[src/bls_pkg.sv]
// ----------------------------------------------------------------------------
// bls_pkg: shared types and constants of the line-search step controller
// Holds the controller states, the multiplier operand selection, the
// command and status groups between controller and datapath, and the codes.
// ----------------------------------------------------------------------------
package bls_pkg;

    localparam int RATIO_BITS      = 24;
    localparam int KIND_WIDTH      = 3;
    localparam int LIMIT_WIDTH     = 8;
    localparam int BIAS_WIDTH      = 16;
    localparam int COUNT_WIDTH     = 16;
    localparam int CFG_INDEX_WIDTH = 3;

    localparam logic OP_START = 1'b0;
    localparam logic OP_TRIAL = 1'b1;

    localparam logic [KIND_WIDTH-1:0] TK_ARMIJO       = 3'd0;
    localparam logic [KIND_WIDTH-1:0] TK_GOLDSTEIN    = 3'd1;
    localparam logic [KIND_WIDTH-1:0] TK_WOLFE        = 3'd2;
    localparam logic [KIND_WIDTH-1:0] TK_STRONG_WOLFE = 3'd3;
    localparam logic [KIND_WIDTH-1:0] TK_MOD_ARMIJO   = 3'd4;
    localparam logic [KIND_WIDTH-1:0] TK_MOD_WOLFE    = 3'd5;

    localparam logic [CFG_INDEX_WIDTH-1:0] CFG_SUFF_DECREASE = 3'd0;
    localparam logic [CFG_INDEX_WIDTH-1:0] CFG_CURVATURE     = 3'd1;
    localparam logic [CFG_INDEX_WIDTH-1:0] CFG_REFERENCE     = 3'd2;
    localparam logic [CFG_INDEX_WIDTH-1:0] CFG_ITER_LIMIT    = 3'd3;
    localparam logic [CFG_INDEX_WIDTH-1:0] CFG_DIV_BIAS      = 3'd4;

    typedef enum logic [2:0] {
        S_IDLE,
        S_MGO,
        S_MWAIT,
        S_TEST,
        S_DGO,
        S_DWAIT,
        S_UPD,
        S_EMIT
    } t_state;

    typedef enum logic [2:0] {
        M_GA,
        M_RGA,
        M_SG,
        M_GL,
        M_P
    } t_msel;

    typedef struct packed {
        logic  load;
        logic  mul_start;
        logic  d10_start;
        logic  mul_capture;
        t_msel msel;
        logic  div_start;
        logic  accept_fin;
        logic  step_update;
        logic  emit;
    } t_dp_cmd;

    typedef struct packed {
        logic go_trial;
        logic mul_busy;
        logic d10_busy;
        logic div_busy;
        logic accepted;
        logic den_zero;
        logic out_free;
    } t_dp_stat;

endpackage

[src/bls_mul.sv]
// ----------------------------------------------------------------------------
// bls_mul: sequential signed fixed-point multiplier
// Multiplies two signed operands eight multiplier bits per cycle, then
// shifts right with floor rounding and saturates to the value width.
// ----------------------------------------------------------------------------
module bls_mul
    import bls_pkg::*;
#(
    parameter int VALUE_WIDTH   = 48,
    parameter int FRACTION_BITS = 24,
    parameter int OP_WIDTH      = 48
) (
    input  logic                          i_clk,
    input  logic                          i_rst_n,
    input  logic                          i_start,
    input  logic                          i_frac_shift,
    input  logic signed [OP_WIDTH-1:0]    i_a,
    input  logic signed [OP_WIDTH-1:0]    i_b,
    output logic                          o_busy,
    output logic signed [VALUE_WIDTH-1:0] o_result
);

    localparam int W      = VALUE_WIDTH;
    localparam int DIGIT  = 8;
    localparam int DIGITS = (OP_WIDTH + DIGIT - 1) / DIGIT;
    localparam int MBW    = DIGITS * DIGIT;
    localparam int PW     = OP_WIDTH + MBW;
    localparam int CW     = $clog2(DIGITS + 1);

    localparam logic signed [PW:0] SMAX = {{(PW - W + 2){1'b0}}, {(W - 1){1'b1}}};
    localparam logic signed [PW:0] SMIN = {{(PW - W + 2){1'b1}}, {(W - 1){1'b0}}};

    logic [OP_WIDTH-1:0]       r_ma;
    logic [MBW-1:0]            r_mb;
    logic [PW-1:0]             r_acc;
    logic                      r_neg;
    logic                      r_frac;
    logic [CW-1:0]             r_cnt;
    logic                      r_busy;
    logic [OP_WIDTH-1:0]       a_mag;
    logic [OP_WIDTH-1:0]       b_mag;
    logic [OP_WIDTH+DIGIT-1:0] pp;
    logic signed [PW:0]        sval;
    logic signed [PW:0]        shifted;

    assign a_mag = i_a[OP_WIDTH-1] ? OP_WIDTH'(-i_a) : OP_WIDTH'(i_a);
    assign b_mag = i_b[OP_WIDTH-1] ? OP_WIDTH'(-i_b) : OP_WIDTH'(i_b);
    assign pp    = (OP_WIDTH+DIGIT)'(r_ma) * (OP_WIDTH+DIGIT)'(r_mb[MBW-1 -: DIGIT]);

    always_ff @(posedge i_clk) begin
        if (!i_rst_n) begin
            r_busy <= 1'b0;
        end else if (i_start) begin
            r_busy <= 1'b1;
        end else if (r_busy && r_cnt == CW'(1)) begin
            r_busy <= 1'b0;
        end
    end

    always_ff @(posedge i_clk) begin
        if (i_start) begin
            r_ma   <= a_mag;
            r_mb   <= MBW'(b_mag);
            r_acc  <= '0;
            r_neg  <= i_a[OP_WIDTH-1] ^ i_b[OP_WIDTH-1];
            r_frac <= i_frac_shift;
            r_cnt  <= CW'(DIGITS);
        end else if (r_busy) begin
            r_acc <= (r_acc << DIGIT) + PW'(pp);
            r_mb  <= r_mb << DIGIT;
            r_cnt <= r_cnt - CW'(1);
        end
    end

    always_comb begin
        sval    = r_neg ? -$signed({1'b0, r_acc}) : $signed({1'b0, r_acc});
        shifted = r_frac ? (sval >>> FRACTION_BITS) : (sval >>> RATIO_BITS);
        if (shifted > SMAX) begin
            o_result = SMAX[W-1:0];
        end else if (shifted < SMIN) begin
            o_result = SMIN[W-1:0];
        end else begin
            o_result = shifted[W-1:0];
        end
    end

    assign o_busy = r_busy;

endmodule

[src/bls_div.sv]
// ----------------------------------------------------------------------------
// bls_div: restoring divider for the interpolation quotient
// Divides a magnitude scaled by the fraction bits by a non-zero divisor,
// producing one quotient bit per cycle.
// ----------------------------------------------------------------------------
module bls_div
    import bls_pkg::*;
#(
    parameter int VALUE_WIDTH   = 48,
    parameter int FRACTION_BITS = 24
) (
    input  logic                                   i_clk,
    input  logic                                   i_rst_n,
    input  logic                                   i_start,
    input  logic [VALUE_WIDTH-1:0]                 i_num,
    input  logic [VALUE_WIDTH-1:0]                 i_den,
    output logic                                   o_busy,
    output logic [VALUE_WIDTH+FRACTION_BITS-1:0]   o_quot
);

    localparam int W  = VALUE_WIDTH;
    localparam int NW = VALUE_WIDTH + FRACTION_BITS;
    localparam int CW = $clog2(NW + 1);

    logic [NW-1:0] r_n;
    logic [NW-1:0] r_q;
    logic [W-1:0]  r_r;
    logic [W-1:0]  r_d;
    logic [CW-1:0] r_cnt;
    logic          r_busy;
    logic [W:0]    trial;
    logic          ge;

    assign trial = {r_r, r_n[NW-1]};
    assign ge    = trial >= {1'b0, r_d};

    always_ff @(posedge i_clk) begin
        if (!i_rst_n) begin
            r_busy <= 1'b0;
        end else if (i_start) begin
            r_busy <= 1'b1;
        end else if (r_busy && r_cnt == CW'(1)) begin
            r_busy <= 1'b0;
        end
    end

    always_ff @(posedge i_clk) begin
        if (i_start) begin
            r_n   <= {i_num, {FRACTION_BITS{1'b0}}};
            r_q   <= '0;
            r_r   <= '0;
            r_d   <= i_den;
            r_cnt <= CW'(NW);
        end else if (r_busy) begin
            r_n   <= r_n << 1;
            r_q   <= {r_q[NW-2:0], ge};
            r_r   <= ge ? W'(trial - {1'b0, r_d}) : trial[W-1:0];
            r_cnt <= r_cnt - CW'(1);
        end
    end

    assign o_busy = r_busy;
    assign o_quot = r_q;

endmodule

[src/bls_ctrl.sv]
// ----------------------------------------------------------------------------
// bls_ctrl: sequencing controller of the line-search step
// Walks one beat through the multiplications, the acceptance test, the
// interpolation divide and the result write.
// ----------------------------------------------------------------------------
module bls_ctrl
    import bls_pkg::*;
(
    input  logic     i_clk,
    input  logic     i_rst_n,
    input  logic     i_in_valid,
    output logic     o_in_ready,
    input  t_dp_stat i_stat,
    output t_dp_cmd  o_cmd
);

    t_state r_state;
    t_state n_state;
    t_msel  r_msel;
    t_msel  n_msel;
    logic   mul_idle;

    assign mul_idle = !i_stat.mul_busy && !i_stat.d10_busy;

    always_ff @(posedge i_clk) begin
        if (!i_rst_n) begin
            r_state <= S_IDLE;
            r_msel  <= M_GA;
        end else begin
            r_state <= n_state;
            r_msel  <= n_msel;
        end
    end

    always_comb begin
        n_state = r_state;
        n_msel  = r_msel;
        case (r_state)
            S_IDLE: begin
                if (i_in_valid) begin
                    if (i_stat.go_trial) begin
                        n_state = S_MGO;
                        n_msel  = M_GA;
                    end else begin
                        n_state = S_EMIT;
                    end
                end
            end
            S_MGO: begin
                n_state = S_MWAIT;
            end
            S_MWAIT: begin
                if (mul_idle) begin
                    case (r_msel)
                        M_GA: begin
                            n_msel  = M_RGA;
                            n_state = S_MGO;
                        end
                        M_RGA: begin
                            n_msel  = M_SG;
                            n_state = S_MGO;
                        end
                        M_SG: begin
                            n_msel  = M_GL;
                            n_state = S_MGO;
                        end
                        M_GL: begin
                            n_state = S_TEST;
                        end
                        default: begin
                            n_state = i_stat.den_zero ? S_UPD : S_DGO;
                        end
                    endcase
                end
            end
            S_TEST: begin
                if (i_stat.accepted) begin
                    n_state = S_EMIT;
                end else begin
                    n_msel  = M_P;
                    n_state = S_MGO;
                end
            end
            S_DGO: begin
                n_state = S_DWAIT;
            end
            S_DWAIT: begin
                if (!i_stat.div_busy) begin
                    n_state = S_UPD;
                end
            end
            S_UPD: begin
                n_state = S_EMIT;
            end
            S_EMIT: begin
                if (i_stat.out_free) begin
                    n_state = S_IDLE;
                end
            end
            default: begin
                n_state = S_IDLE;
            end
        endcase
    end

    always_comb begin
        o_in_ready        = r_state == S_IDLE;
        o_cmd.load        = (r_state == S_IDLE) && i_in_valid;
        o_cmd.mul_start   = r_state == S_MGO;
        o_cmd.d10_start   = (r_state == S_MGO) && (r_msel == M_P);
        o_cmd.mul_capture = (r_state == S_MWAIT) && mul_idle;
        o_cmd.msel        = r_msel;
        o_cmd.div_start   = r_state == S_DGO;
        o_cmd.accept_fin  = (r_state == S_TEST) && i_stat.accepted;
        o_cmd.step_update = r_state == S_UPD;
        o_cmd.emit        = (r_state == S_EMIT) && i_stat.out_free;
    end

endmodule

[src/bls_dp.sv]
// ----------------------------------------------------------------------------
// bls_dp: datapath of the line-search step
// Holds the configuration and search state, the operand selection of the
// shared multiplier, the acceptance tests, the step clamp and the result.
// ----------------------------------------------------------------------------
module bls_dp
    import bls_pkg::*;
#(
    parameter int VALUE_WIDTH    = 48,
    parameter int FRACTION_BITS  = 24,
    parameter int OP_WIDTH       = 48,
    parameter int CFG_DATA_WIDTH = 48
) (
    input  logic                          i_clk,
    input  logic                          i_rst_n,
    input  t_dp_cmd                       i_cmd,
    output t_dp_stat                      o_stat,
    input  logic                          i_op,
    input  logic signed [VALUE_WIDTH-1:0] i_function_value,
    input  logic signed [VALUE_WIDTH-1:0] i_slope,
    input  logic [VALUE_WIDTH-2:0]        i_first_step,
    input  logic [KIND_WIDTH-1:0]         i_test_kind,
    input  logic                          i_out_ready,
    output logic                          o_out_valid,
    output logic [VALUE_WIDTH-2:0]        o_step,
    output logic                          o_done_res,
    output logic                          o_success,
    output logic [COUNT_WIDTH-1:0]        o_evaluations,
    input  logic                          i_cfg_valid,
    input  logic [CFG_INDEX_WIDTH-1:0]    i_cfg_index,
    input  logic [CFG_DATA_WIDTH-1:0]     i_cfg_data
);

    localparam int W     = VALUE_WIDTH;
    localparam int NW    = VALUE_WIDTH + FRACTION_BITS;
    localparam int XW    = VALUE_WIDTH + 3;
    localparam int D10W  = ((VALUE_WIDTH - 1 + 3) / 4) * 4;
    localparam int D10S  = D10W / 4;
    localparam int D10CW = $clog2(D10S + 1);

    localparam logic signed [XW-1:0] VMAX = {4'b0000, {(W - 1){1'b1}}};
    localparam logic signed [XW-1:0] VMIN = {4'b1111, {(W - 1){1'b0}}};

    function automatic logic signed [W-1:0] sat_w(input logic signed [XW-1:0] x);
        logic signed [W-1:0] y;
        if (x > VMAX) begin
            y = VMAX[W-1:0];
        end else if (x < VMIN) begin
            y = VMIN[W-1:0];
        end else begin
            y = x[W-1:0];
        end
        return y;
    endfunction

    logic [RATIO_BITS:0]      r_rho;
    logic [RATIO_BITS:0]      r_sigma;
    logic signed [W-1:0]      r_cref;
    logic [LIMIT_WIDTH-1:0]   r_limit;
    logic [BIAS_WIDTH-1:0]    r_bias;
    logic signed [W-1:0]      r_f0;
    logic signed [W-1:0]      r_g0;
    logic [W-2:0]             r_a;
    logic [KIND_WIDTH-1:0]    r_mode;
    logic [LIMIT_WIDTH-1:0]   r_tcount;
    logic                     r_active;
    logic [COUNT_WIDTH-1:0]   r_evals;
    logic                     r_res_done;
    logic                     r_res_ok;
    logic                     r_out_valid;
    logic signed [W-1:0]      r_fn;
    logic signed [W-1:0]      r_gn;
    logic signed [W-1:0]      r_ga;
    logic signed [W-1:0]      r_rga;
    logic signed [W-1:0]      r_sg;
    logic signed [W-1:0]      r_gl;
    logic signed [W-1:0]      r_p;
    logic [W-2:0]             r_out_step;
    logic                     r_out_done;
    logic                     r_out_ok;
    logic [COUNT_WIDTH-1:0]   r_out_evals;
    logic [D10W-1:0]          r_d10_n;
    logic [D10W-1:0]          r_d10_q;
    logic [3:0]               r_d10_r;
    logic [D10CW-1:0]         r_d10_cnt;
    logic                     r_d10_busy;

    logic signed [OP_WIDTH-1:0]      mul_a;
    logic signed [OP_WIDTH-1:0]      mul_b;
    logic                            mul_frac;
    logic                            mul_busy;
    logic signed [W-1:0]             mul_res;
    logic signed [RATIO_BITS+1:0]    omr;
    logic                            arm;
    logic                            marm;
    logic                            gold;
    logic                            wolfe;
    logic                            swolfe;
    logic                            accepted;
    logic signed [XW-1:0]            neg_sg;
    logic signed [W-1:0]             den;
    logic                            den_neg;
    logic [W-1:0]                    den_mag;
    logic signed [W-1:0]             num;
    logic                            num_neg;
    logic [W-1:0]                    num_mag;
    logic                            div_busy;
    logic [NW-1:0]                   quot;
    logic [W-2:0]                    lo_b;
    logic [W-2:0]                    hi_b;
    logic [W-2:0]                    new_step;
    logic [LIMIT_WIDTH-1:0]          lim;
    logic                            limit_hit;
    logic [COUNT_WIDTH-1:0]          evals_inc;
    logic [3:0]                      d10_r_next;
    logic [3:0]                      d10_q_bits;
    logic                            out_free;

    assign omr = $signed({2'b01, {RATIO_BITS{1'b0}}}) - $signed({1'b0, r_rho});

    always_comb begin
        mul_a    = OP_WIDTH'(r_g0);
        mul_b    = OP_WIDTH'(r_a);
        mul_frac = 1'b1;
        case (i_cmd.msel)
            M_GA: begin
                mul_a    = OP_WIDTH'(r_g0);
                mul_b    = OP_WIDTH'(r_a);
                mul_frac = 1'b1;
            end
            M_RGA: begin
                mul_a    = OP_WIDTH'(r_ga);
                mul_b    = OP_WIDTH'(r_rho);
                mul_frac = 1'b0;
            end
            M_SG: begin
                mul_a    = OP_WIDTH'(r_g0);
                mul_b    = OP_WIDTH'(r_sigma);
                mul_frac = 1'b0;
            end
            M_GL: begin
                mul_a    = OP_WIDTH'(r_ga);
                mul_b    = OP_WIDTH'(omr);
                mul_frac = 1'b0;
            end
            M_P: begin
                mul_a    = OP_WIDTH'(r_a);
                mul_b    = OP_WIDTH'(r_ga);
                mul_frac = 1'b1;
            end
            default: begin
                mul_frac = 1'b1;
            end
        endcase
    end

    bls_mul #(
        .VALUE_WIDTH   (VALUE_WIDTH),
        .FRACTION_BITS (FRACTION_BITS),
        .OP_WIDTH      (OP_WIDTH)
    ) u_mul (
        .i_clk        (i_clk),
        .i_rst_n      (i_rst_n),
        .i_start      (i_cmd.mul_start),
        .i_frac_shift (mul_frac),
        .i_a          (mul_a),
        .i_b          (mul_b),
        .o_busy       (mul_busy),
        .o_result     (mul_res)
    );

    // Acceptance tests on the captured products.
    always_comb begin
        neg_sg = -XW'(r_sg);
        arm    = !(sat_w(XW'(r_f0) + XW'(r_rga)) < r_fn);
        marm   = !(sat_w(XW'(r_cref) + XW'(r_rga)) < r_fn);
        gold   = !(r_fn < sat_w(XW'(r_f0) + XW'(r_gl)));
        wolfe  = !(r_gn < r_sg);
        swolfe = !(neg_sg < XW'(r_gn));
        case (r_mode)
            TK_ARMIJO:       accepted = arm;
            TK_GOLDSTEIN:    accepted = arm && gold;
            TK_WOLFE:        accepted = arm && wolfe;
            TK_STRONG_WOLFE: accepted = arm && wolfe && swolfe;
            TK_MOD_ARMIJO:   accepted = marm;
            TK_MOD_WOLFE:    accepted = marm && wolfe;
            default:         accepted = 1'b0;
        endcase
    end

    // Interpolation numerator and denominator.
    always_comb begin
        den = sat_w(XW'(r_fn) - XW'(r_f0) - XW'(r_ga) + $signed(XW'(r_bias)));
        den_neg = den[W-1];
        den_mag = den_neg ? W'(-den) : W'(den);
        num     = -(r_p >>> 1);
        num_neg = num[W-1];
        num_mag = num_neg ? W'(-num) : W'(num);
    end

    bls_div #(
        .VALUE_WIDTH   (VALUE_WIDTH),
        .FRACTION_BITS (FRACTION_BITS)
    ) u_div (
        .i_clk   (i_clk),
        .i_rst_n (i_rst_n),
        .i_start (i_cmd.div_start),
        .i_num   (num_mag),
        .i_den   (den_mag),
        .o_busy  (div_busy),
        .o_quot  (quot)
    );

    always_comb begin
        lo_b = r_d10_q[W-2:0];
        hi_b = r_a >> 1;
        if (den == '0) begin
            new_step = lo_b;
        end else if (quot != '0 && num_neg != den_neg) begin
            new_step = lo_b;
        end else if (quot < NW'(lo_b)) begin
            new_step = lo_b;
        end else if (quot > NW'(hi_b)) begin
            new_step = hi_b;
        end else begin
            new_step = quot[W-2:0];
        end
    end

    // Division of the step by ten, four bits per cycle.
    always_comb begin
        logic [4:0] t;
        logic [3:0] rr;
        rr = r_d10_r;
        d10_q_bits = '0;
        for (int k = 0; k < 4; k++) begin
            t = {rr, r_d10_n[D10W-1-k]};
            d10_q_bits[3-k] = t >= 5'd10;
            rr = (t >= 5'd10) ? 4'(t - 5'd10) : t[3:0];
        end
        d10_r_next = rr;
    end

    always_ff @(posedge i_clk) begin
        if (!i_rst_n) begin
            r_d10_busy <= 1'b0;
        end else if (i_cmd.d10_start) begin
            r_d10_busy <= 1'b1;
        end else if (r_d10_busy && r_d10_cnt == D10CW'(1)) begin
            r_d10_busy <= 1'b0;
        end
    end

    always_ff @(posedge i_clk) begin
        if (i_cmd.d10_start) begin
            r_d10_n   <= D10W'(r_a);
            r_d10_q   <= '0;
            r_d10_r   <= '0;
            r_d10_cnt <= D10CW'(D10S);
        end else if (r_d10_busy) begin
            r_d10_n   <= r_d10_n << 4;
            r_d10_q   <= {r_d10_q[D10W-5:0], d10_q_bits};
            r_d10_r   <= d10_r_next;
            r_d10_cnt <= r_d10_cnt - D10CW'(1);
        end
    end

    assign lim       = (r_limit == '0) ? LIMIT_WIDTH'(1) : r_limit;
    assign limit_hit = r_tcount >= lim;
    assign evals_inc = (r_evals == '1) ? r_evals : r_evals + COUNT_WIDTH'(1);
    assign out_free  = !r_out_valid || i_out_ready;

    always_ff @(posedge i_clk) begin
        if (!i_rst_n) begin
            r_rho   <= (RATIO_BITS+1)'(1678);
            r_sigma <= (RATIO_BITS+1)'(15099494);
            r_cref  <= '0;
            r_limit <= LIMIT_WIDTH'(15);
            r_bias  <= BIAS_WIDTH'(1);
        end else if (i_cfg_valid) begin
            case (i_cfg_index)
                CFG_SUFF_DECREASE: r_rho   <= i_cfg_data[RATIO_BITS:0];
                CFG_CURVATURE:     r_sigma <= i_cfg_data[RATIO_BITS:0];
                CFG_REFERENCE:     r_cref  <= i_cfg_data[W-1:0];
                CFG_ITER_LIMIT:    r_limit <= i_cfg_data[LIMIT_WIDTH-1:0];
                CFG_DIV_BIAS:      r_bias  <= i_cfg_data[BIAS_WIDTH-1:0];
                default: ;
            endcase
        end
    end

    always_ff @(posedge i_clk) begin
        if (!i_rst_n) begin
            r_f0       <= '0;
            r_g0       <= '0;
            r_a        <= '0;
            r_mode     <= '0;
            r_tcount   <= '0;
            r_active   <= 1'b0;
            r_evals    <= '0;
            r_res_done <= 1'b0;
            r_res_ok   <= 1'b0;
            r_out_valid <= 1'b0;
        end else begin
            if (i_cmd.load) begin
                if (i_op == OP_START) begin
                    r_f0       <= i_function_value;
                    r_g0       <= i_slope;
                    r_a        <= i_first_step;
                    r_mode     <= i_test_kind;
                    r_tcount   <= '0;
                    r_active   <= 1'b1;
                    r_evals    <= evals_inc;
                    r_res_done <= 1'b0;
                    r_res_ok   <= 1'b0;
                end else if (r_active) begin
                    r_evals  <= evals_inc;
                    r_tcount <= r_tcount + LIMIT_WIDTH'(1);
                end else begin
                    r_res_done <= 1'b1;
                    r_res_ok   <= 1'b0;
                end
            end
            if (i_cmd.accept_fin) begin
                r_res_done <= 1'b1;
                r_res_ok   <= 1'b1;
                r_active   <= 1'b0;
            end
            if (i_cmd.step_update) begin
                r_a        <= new_step;
                r_res_done <= limit_hit;
                r_res_ok   <= limit_hit && (r_fn < r_f0);
                if (limit_hit) begin
                    r_active <= 1'b0;
                end
            end
            if (i_cmd.emit) begin
                r_out_valid <= 1'b1;
            end else if (i_out_ready) begin
                r_out_valid <= 1'b0;
            end
        end
    end

    always_ff @(posedge i_clk) begin
        if (i_cmd.load) begin
            r_fn <= i_function_value;
            r_gn <= i_slope;
        end
        if (i_cmd.mul_capture) begin
            case (i_cmd.msel)
                M_GA:    r_ga  <= mul_res;
                M_RGA:   r_rga <= mul_res;
                M_SG:    r_sg  <= mul_res;
                M_GL:    r_gl  <= mul_res;
                M_P:     r_p   <= mul_res;
                default: ;
            endcase
        end
        if (i_cmd.emit) begin
            r_out_step  <= r_a;
            r_out_done  <= r_res_done;
            r_out_ok    <= r_res_ok;
            r_out_evals <= r_evals;
        end
    end

    always_comb begin
        o_stat.go_trial = (i_op == OP_TRIAL) && r_active;
        o_stat.mul_busy = mul_busy;
        o_stat.d10_busy = r_d10_busy;
        o_stat.div_busy = div_busy;
        o_stat.accepted = accepted;
        o_stat.den_zero = den == '0;
        o_stat.out_free = out_free;
    end

    assign o_out_valid   = r_out_valid;
    assign o_step        = r_out_step;
    assign o_done_res    = r_out_done;
    assign o_success     = r_out_ok;
    assign o_evaluations = r_out_evals;

endmodule

[src/backtracking_line_search_step_top.sv]
// ----------------------------------------------------------------------------
// backtracking_line_search_step_top: backtracking line-search step controller
// Decides acceptance of a trial step and proposes the next step by clamped
// quadratic interpolation, in saturating signed fixed point.
// ----------------------------------------------------------------------------
// Usage: a start beat on the input channel opens a search with f, slope,
// first step and test kind; every trial beat carries f and the slope at the
// step last proposed. Each input beat yields exactly one output beat with the
// step, the done and success flags and the evaluation count.
// Start beats and trials without an open search go from idle straight to the
// result write. A trial that passes its test takes four passes through the
// shared multiplier (start, the multiplier bits eight at a time, capture), then
// the test and the write. A rejected trial takes a fifth pass, held until the
// division of the step by ten is also done, then the restoring divider, which
// yields one of VALUE_WIDTH + FRACTION_BITS quotient bits a cycle; with a zero
// divisor the divider is skipped.
// One beat is in work at a time; the next is taken once the result is written.
// The output register holds a result while the receiver stalls; the next
// input beat is still taken, and its result waits until the register frees.
// Configuration writes are taken in any cycle and must only come while idle.
// After reset all search state is cleared and the registers take their
// default values; no clearing pass is needed.
// ----------------------------------------------------------------------------
module backtracking_line_search_step_top
    import bls_pkg::*;
#(
    parameter int VALUE_WIDTH   = 48,
    parameter int FRACTION_BITS = 24
) (
    input  logic                          i_clk,
    input  logic                          i_rst_n,
    input  logic                          i_in_valid,
    output logic                          o_in_ready,
    input  logic                          i_op,
    input  logic signed [VALUE_WIDTH-1:0] i_function_value,
    input  logic signed [VALUE_WIDTH-1:0] i_slope,
    input  logic [VALUE_WIDTH-2:0]        i_first_step,
    input  logic [KIND_WIDTH-1:0]         i_test_kind,
    output logic                          o_out_valid,
    input  logic                          i_out_ready,
    output logic [VALUE_WIDTH-2:0]        o_step,
    output logic                          o_done_res,
    output logic                          o_success,
    output logic [COUNT_WIDTH-1:0]        o_evaluations,
    input  logic                          i_cfg_valid,
    output logic                          o_cfg_ready,
    input  logic [CFG_INDEX_WIDTH-1:0]    i_cfg_index,
    input  logic [((VALUE_WIDTH > RATIO_BITS + 1) ? VALUE_WIDTH : RATIO_BITS + 1)-1:0]
                                          i_cfg_data
);

    localparam int CFG_DATA_WIDTH =
        (VALUE_WIDTH > RATIO_BITS + 1) ? VALUE_WIDTH : RATIO_BITS + 1;
    localparam int OP_WIDTH =
        (VALUE_WIDTH > RATIO_BITS + 2) ? VALUE_WIDTH : RATIO_BITS + 2;

    t_dp_cmd  w_cmd;
    t_dp_stat w_stat;

    assign o_cfg_ready = 1'b1;

    bls_ctrl u_ctrl (
        .i_clk      (i_clk),
        .i_rst_n    (i_rst_n),
        .i_in_valid (i_in_valid),
        .o_in_ready (o_in_ready),
        .i_stat     (w_stat),
        .o_cmd      (w_cmd)
    );

    bls_dp #(
        .VALUE_WIDTH    (VALUE_WIDTH),
        .FRACTION_BITS  (FRACTION_BITS),
        .OP_WIDTH       (OP_WIDTH),
        .CFG_DATA_WIDTH (CFG_DATA_WIDTH)
    ) u_dp (
        .i_clk            (i_clk),
        .i_rst_n          (i_rst_n),
        .i_cmd            (w_cmd),
        .o_stat           (w_stat),
        .i_op             (i_op),
        .i_function_value (i_function_value),
        .i_slope          (i_slope),
        .i_first_step     (i_first_step),
        .i_test_kind      (i_test_kind),
        .i_out_ready      (i_out_ready),
        .o_out_valid      (o_out_valid),
        .o_step           (o_step),
        .o_done_res       (o_done_res),
        .o_success        (o_success),
        .o_evaluations    (o_evaluations),
        .i_cfg_valid      (i_cfg_valid && o_cfg_ready),
        .i_cfg_index      (i_cfg_index),
        .i_cfg_data       (i_cfg_data)
    );

`ifndef ASSERT_OFF
    a_busy_after_accept: assert property (@(posedge i_clk) disable iff (!i_rst_n)
        i_in_valid && o_in_ready |=> !o_in_ready)
        else $error("Input taken again straight after a beat was accepted.");

    a_mul_runs: assert property (@(posedge i_clk) disable iff (!i_rst_n)
        w_cmd.mul_start |=> w_stat.mul_busy)
        else $error("Multiplier did not start on command.");

    a_emit_source: assert property (@(posedge i_clk) disable iff (!i_rst_n)
        $rose(o_out_valid) |-> $past(w_cmd.emit))
        else $error("Output beat appeared without a result write.");

    a_no_overwrite: assert property (@(posedge i_clk) disable iff (!i_rst_n)
        o_out_valid && !i_out_ready |-> !w_cmd.emit)
        else $error("Pending output beat overwritten.");
`endif

endmodule

[config.mk]
export PLATFORM = sky130hd
export DESIGN_NAME = backtracking_line_search_step_top
export DESIGN_NICKNAME = d
export VERILOG_FILES = /design/src/bls_pkg.sv /design/src/bls_mul.sv /design/src/bls_div.sv /design/src/bls_ctrl.sv /design/src/bls_dp.sv /design/src/backtracking_line_search_step_top.sv
export SDC_FILE = /design/constraint.sdc
export NUM_CORES = 2
export LEC_CHECK = 0
export BUFFER_PORTS_ARGS = -buffer_cell sky130_fd_sc_hd__clkbuf_2
export CORE_MARGIN = 10
export CORE_UTILIZATION = 35
export CTS_BUF_LIST = sky130_fd_sc_hd__clkbuf_2 sky130_fd_sc_hd__clkbuf_4 sky130_fd_sc_hd__clkbuf_8
export DETAILED_ROUTE_END_ITERATION = 12
export SYNTH_ARGS = -nofsm -noshare
export SYNTH_HDL_FRONTEND = slang
export SYNTH_SLANG_ARGS = --single-unit
export TNS_END_PERCENT = 5
[constraint.sdc]
create_clock -name i_clk -period 8.1 [get_ports i_clk]
set_clock_uncertainty 0.05 [all_clocks]
set_input_delay 0.405 -clock i_clk [delete_from_list [all_inputs] [get_ports i_clk]]
set_output_delay 0.405 -clock i_clk [all_outputs]
set_load 0.02 [all_outputs]
---- Word level (Yosys, flattened, before mapping) ----
Cells that the tools add are included.
operators by class
  $add $sub $neg .......................... 25
  multipliers ............................. 1
  magnitude comparators ................... 24
  equal/unequal tests ..................... 35
  muxes and demuxes ....................... 80
  bitwise operators ....................... 2
  reductions and logical operators ........ 60
operators by type and width
  cell                                                              count
  two-way mux 48 bit                                                15
  two-way mux 47 bit                                                11
  less-than comparator 48 bit                                       5
  greater-than comparator 51 x 48 -> 1 bit (second input constant)  4
  less-than comparator 51 x 48 -> 1 bit (second input constant)     4
  negator 48 bit                                                    4
  one-hot mux 48 bit (4 select lines)                               1
  adder 48 x 48 -> 49 bit                                           3
  two-way mux 72 bit                                                2
  two-way mux 97 bit                                                1
  negator 96 -> 97 bit                                              1
  adder 96 x 56 -> 96 bit                                           1
  one-hot mux 48 bit (2 select lines)                               1
  greater-than comparator 73 x 48 -> 1 bit (second input constant)  1
  less-than comparator 73 x 48 -> 1 bit (second input constant)     1
  greater-than comparator 72 x 46 -> 1 bit                          1
  less-than comparator 72 x 47 -> 1 bit                             1
  nonzero test 72 bit                                               1
  multiplier 48 x 8 -> 56 bit                                       1
  adder 51 x 17 -> 51 bit                                           1
  less-than comparator 51 x 48 -> 1 bit                             1
  negator 48 -> 51 bit                                              1
  subtractor 49 x 48 -> 50 bit                                      1
  greater-or-equal comparator 49 x 48 -> 1 bit                      1
  47 further kinds                                                  163
word-level totals
  bits in registers ....................... 1228
  input bits .............................. 203
  output and inout port bits .............. 68
  word-level logic and storage cells ...... 275

---- Longest topological paths before layout ----
  depth in word-level cells ............... 13
  depth in mapped cells ................... 37
  mapped depth without buffers ............ 35

---- By module ----
From an unflattened synthesis, not the netlist that was laid out.
unflattened totals
  cells, all modules ...................... 10877
  area total of the unflattened synthesis .. 96854.1 um^2
modules (own cells, without submodules)
  module                             times used  cells an instance  area an instance (um^2)  seq. area each (um^2)
  bls_dp                             1           6727               59266.8                  20489.7
  bls_mul                            1           2924               25624.6                  4914.7
  bls_div                            1           1153               11385.9                  5445.2
  bls_ctrl                           1           71                 565.5                    120.1
  backtracking_line_search_step_top  1           2                  11.3                     0.0

---- Least setup slack after synthesis ----
Ideal clock, no wire load.
  path type ............................... flip-flop to flip-flop
  start point ............................. reg u_dp.r_fn[0]
  end point ............................... reg u_dp.r_a[28]
  arrival time ............................ 7.742 ns
  required time ........................... 7.933 ns
  setup slack ............................. 0.190 ns
  cell stages (with the launch flop) ...... 37
  period minus slack after synthesis ...... 7.910 ns
  cells stage by stage .................... edfxtp_1 fa_1 inv_1 ha_1 or2_2 fa_1 a211oi_2 o211ai_1 a41oi_4 xnor2_1 ha_1 clkbuf_1 a21o_1 a21o_1 a21oi_1 o22ai_1 a211oi_1 or4_1 clkbuf_1 nor3_1 nand4b_1 o221ai_1 o41ai_1 nor2_1 nand2_1 clkbuf_1 clkbuf_1 o21ai_0 ha_1 o21ai_0 a21oi_1 o211ai_2 nor4_4 buf_6 buf_8 mux2i_1 nand2_1
on the way
  word-level cells in the longest chain between the ends .. 11
ends and longest elaborated chain
  what                                                        line           source
  start: declaration                                          bls_dp.sv:71   logic signed [W-1:0] r_fn;
  start signal: assignment                                    bls_dp.sv:347  r_fn <= i_function_value;
  subtractor 48 x 48 -> 49 bit *                              bls_dp.sv:193  den = sat_w(XW'(r_fn) - XW'(r_f0) - XW'(r_ga) + $signed(XW'(r_bias)));
  subtractor 49 x 48 -> 50 bit *                              bls_dp.sv:193
  adder 51 x 17 -> 51 bit *                                   bls_dp.sv:193
  less-than comparator 51 x 48 -> 1 bit                       bls_dp.sv:48   end else if (x < VMIN) begin
  two-way mux 48 bit                                          bls_dp.sv:48
  two-way mux 48 bit *                                        bls_dp.sv:46   if (x > VMAX) begin
  branches (longest 3 deep; another with logical NOT 48 bit)  n/a
  two-way mux 47 bit *                                        bls_dp.sv:217  if (den == '0) begin
  two-way mux 47 bit *                                        bls_dp.sv:329  if (i_cmd.step_update) begin
  end signal: assignment                                      bls_dp.sv:309  r_a <= i_first_step;
  end signal: assignment                                      bls_dp.sv:330  r_a <= new_step;
  end: declaration                                            bls_dp.sv:63   logic [W-2:0] r_a;
Every way passes the cells marked *.
A chain may end at the register's enable or synchronous reset.

---- Worst setup path after layout ----
  start point ............................. reg u_dp.r_ga[0]
  end point ............................... reg u_dp.u_div.r_d[16] (data pin)
on the way
  word-level cells in the longest chain between the ends .. 7
ends and longest elaborated chain
  what                                   line           source
  start: declaration                     bls_dp.sv:73   logic signed [W-1:0] r_ga;
  start signal: assignment               bls_dp.sv:352  M_GA: r_ga <= mul_res;
  subtractor 49 x 48 -> 50 bit *         bls_dp.sv:193
  adder 51 x 17 -> 51 bit *              bls_dp.sv:193
  less-than comparator 51 x 48 -> 1 bit  bls_dp.sv:48
  two-way mux 48 bit                     bls_dp.sv:48
  two-way mux 48 bit *                   bls_dp.sv:46
  negator 48 bit                         bls_dp.sv:195  den_mag = den_neg ? W'(-den) : W'(den);
  two-way mux 47 bit *                   bls_dp.sv:195
  net u_dp.den_mag[16]                   bls_dp.sv:103  logic [W-1:0] den_mag;
  end signal: assignment                 bls_div.sv:52  r_d <= i_den;
  end: declaration                       bls_div.sv:28  logic [W-1:0] r_d;
Mark *: on every way through the listed nets, which the timed path passes. The rest lies on a longest branch.

==> flow_summary.yaml <==
timing:
  fin_ws_ps: 130
  max_freq_mhz: 125
  hold_viol_final: 0
  setup_viol: 0
  slew_violations: 0
  relSlewSlack_pct: 12.5
  finalCriticalPeriod_ps: 7970
  fin_crit_sh_pct: 98.4
  tightestPinTransition_ps: 1300
  hold_slack_ps: 72.8
min_path:
  holdPathStages: 5
  holdPathEnd: "u_dp.r_limit[0]"
  worstHoldPathType: "in -> reg"
  hp-start: "i_cfg_valid"
clocking:
  cts.clk_slew.worst_paths_ps: 60
  cts_sinks: 1227
  clockRootBuffer: "clkbuf_8"
  cts_buffers: 234
  htreeDepth: 4
  insertion_delay_ps: 1050
  clockBufferDepth: 4
  cts_tree: "yes"
routing:
  drt_iter0_drc: 8334
  drtPass1Iterations: 7
  vias: 85400
  wl_per_cell_um: 23.4
  drc_errors: 0
  viasPerCell: 5.54
  wl_mm: 361
  ant_nets: 0
global_routing:
  grt_pass1_vias: 80600
  antenna_found_initial: 69
  global_route.overflow_total: 0
  grt_pass1_wl_mm: 529
  grt_util_all_layers_pct: 23.5
  grt_max_degree: 148
die:
  die_area_um2: 295000
  placementRows: 192
  die_width_um: 543
  fp.dieH_um: 543
  ios: 271
  coreArea_um2: 273000
  start_util_pct: 35.1
setup_path:
  reg2reg_to: "u_dp.u_div.r_d[16]"
  r2r_slack_ps: 130
  cp_slowest_stage_delay_ps: 620
  worstSetupEndpointType: "flop"
  path_class: "reg -> reg"
  start_kind: "flop"
  crit_arrival_ps: 8590
  cpMostUsedCell: "nor2_1"
  worstPathRequired_ps: 8720
  r2r_cells: 31
  crit_fanout: 15
  r2r_start: "u_dp.r_ga[0]"
  slowest_stage: "fa_1"
place:
  portBuffers: 269
  post_dp_cell_area_um2: 102000
  dpl.hpwl_mm: 279
  pre_cts_slack_ps: -720
  place_congestion: 1.01
final_layout:
  nNetsFinal: 12900
  area_delta_synth_final_pct: 14.3
  final_common_cell: "nand2_1"
  layout-drive-gt1-share_pct: 10.1
  fin_area_um2: 110000
  final_cell_mix: "nand2_1, a21oi_1, inv_1"
  fin_util_pct: 40.1
job:
  maxCapViolCount: 0
yosys:
  synthFlopType: "edfxtp_1"
  yosys_warnings: 0
  seq_area_frac_synth_pct: 32.3
  syn-cell-area_um2: 95900
  synth_cells: 11100
  syn_avg_cell_area_um2: 8.64
  synth.ff_latch_count: 1227
  synth_edf_count: 640
  async_flop_share_pct: 0
  synthesis.nets: 12400
  synthDistinctLibCells: 107
outcome:
  status: "completed"
## critical path, delay by kind of cell, from the launching register on
| kind | cells | cell delay (ps) |
|---|---|---|
| AO/OA/AOI/OAI | 10 | 1770 |
| flip-flops | 1 | 340 |
| XOR/XNOR | 1 | 160 |
| buffers and inverters | 4 | 700 |
| multiplexers | 1 | 430 |
| AND/OR/NAND/NOR | 10 | 2400 |
| adder cells (fa/ha/maj) | 5 | 1810 |
## worst max path at each step
| stage | startpoint | endpoint | slack, ps | cells past startpoint |
|---|---|---|---|---|
| 2_1_floorplan | u_dp.r_fn[0] | u_dp.r_a[28] | 190 | 36 |
| 3_3_place_gp | u_dp.r_gl[0] | u_dp.r_res_done | -630 | 38 |
| 3_5_place_dp | u_dp.r_gl[0] | u_dp.r_res_done | -720 | 38 |
| 4_1_cts | u_dp.r_gl[0] | u_ctrl.r_msel[1] | 9 | 40 |
| 5_1_grt | u_dp.r_ga[0] | u_dp.r_a[30] | -30 | 32 |
| 6_report | u_dp.r_ga[0] | u_dp.u_div.r_d[16] | 130 | 31 |
## routing by layer
layer	track usage (%)	part of all wire, %	vias to the layer above
met1	30.6	41	40800
met3	5.25	8.7	846
met4	12.0	6.1	34
met2	36.4	44	3469
met5	0.529	0.12	-
li1	-	-	40200
## cell usage after synthesis, types with 103 or more instances
| master | instances | area share, % |
|---|---|---|
| nand2_1 | 1487 | 5.8 |
| nand2b_1 | 108 | 0.70 |
| nor2_1 | 637 | 2.5 |
| o21ai_0 | 773 | 4.0 |
| nor2b_1 | 103 | 0.67 |
| a21oi_1 | 1026 | 5.4 |
| nand3_1 | 257 | 1.3 |
| edfxtp_1 | 640 | 20 |
| and2_1 | 202 | 1.3 |
| nand4_1 | 149 | 0.97 |
| inv_1 | 826 | 3.2 |
| mux2i_1 | 257 | 2.7 |
| dfxtp_1 | 587 | 12 |
| nor3_1 | 212 | 1.1 |
| fa_1 | 376 | 7.9 |
| a21o_1 | 313 | 2.5 |
| xnor2_1 | 424 | 3.9 |
| xor2_1 | 250 | 2.3 |
| ha_1 | 746 | 9.7 |
| clkbuf_1 | 455 | 1.8 |
## kinds of logic (layout without fill, tap and decap cells)
kind of cell / after synthesis / after routing / share of synthesized area, %
adder cells (fa/ha/maj): 1144 / 1144 / 17.8
AO/OA/AOI/OAI: 2853 / 2853 / 17.9
XOR/XNOR: 674 / 674 / 6.16
multiplexers: 268 / 268 / 2.82
other: 1 / 29 / 0.00391
AND/OR/NAND/NOR: 3592 / 3592 / 17.6
flip-flops: 1227 / 1227 / 32.3
buffers and inverters: 1343 / 2040 / 5.34
## metrics by stage
step	cells	setup TNS, ps
after floorplan	11100	0
after global placement	14700	-4320
after detailed placement	14700	-5080
after CTS	15400	0
after global routing	15400	-107
final	15400	0
## repair_timing
item	in CTS	in global routing
setup endpoints to repair	8	92
hold buffers	202	0
pin swaps	5	24
buffers inserted	0	16
hold endpoints to repair	371	0
resized for setup	11	48
## state kept, by name, summed over array words and instances, names as in the netlist, 48 cells and up
name               count
u_dp.r_g0             48
u_dp.u_div.o_quot     72
u_dp.u_mul.r_mb       48
u_dp.u_div.r_r        48
u_dp.r_sg             48
u_dp.r_ga             48
u_dp.u_div.r_n        48
u_dp.u_mul.r_acc      96
u_dp.r_fn             48
u_dp.r_f0             48
u_dp.r_cref           48
u_dp.r_d10_n          48
u_dp.u_mul.r_ma       48
u_dp.r_gl             48
u_dp.r_gn             48
u_dp.u_div.r_d        48
u_dp.r_rga            48
## cell type report
cell class	count	area, µm²
clock buffer	342	4220
inverter	830	3130
clock inverter	80	598
timing repair buffer	788	5850
tap	3589	4490
multi-input combinational	8532	60200
antenna	28	70.1
sequential	1227	31000
fill	27600	164000
Power is left out: the tool's default activity adds up to more than one toggle a clock period on the data nets, which glitch-free logic cannot reach.
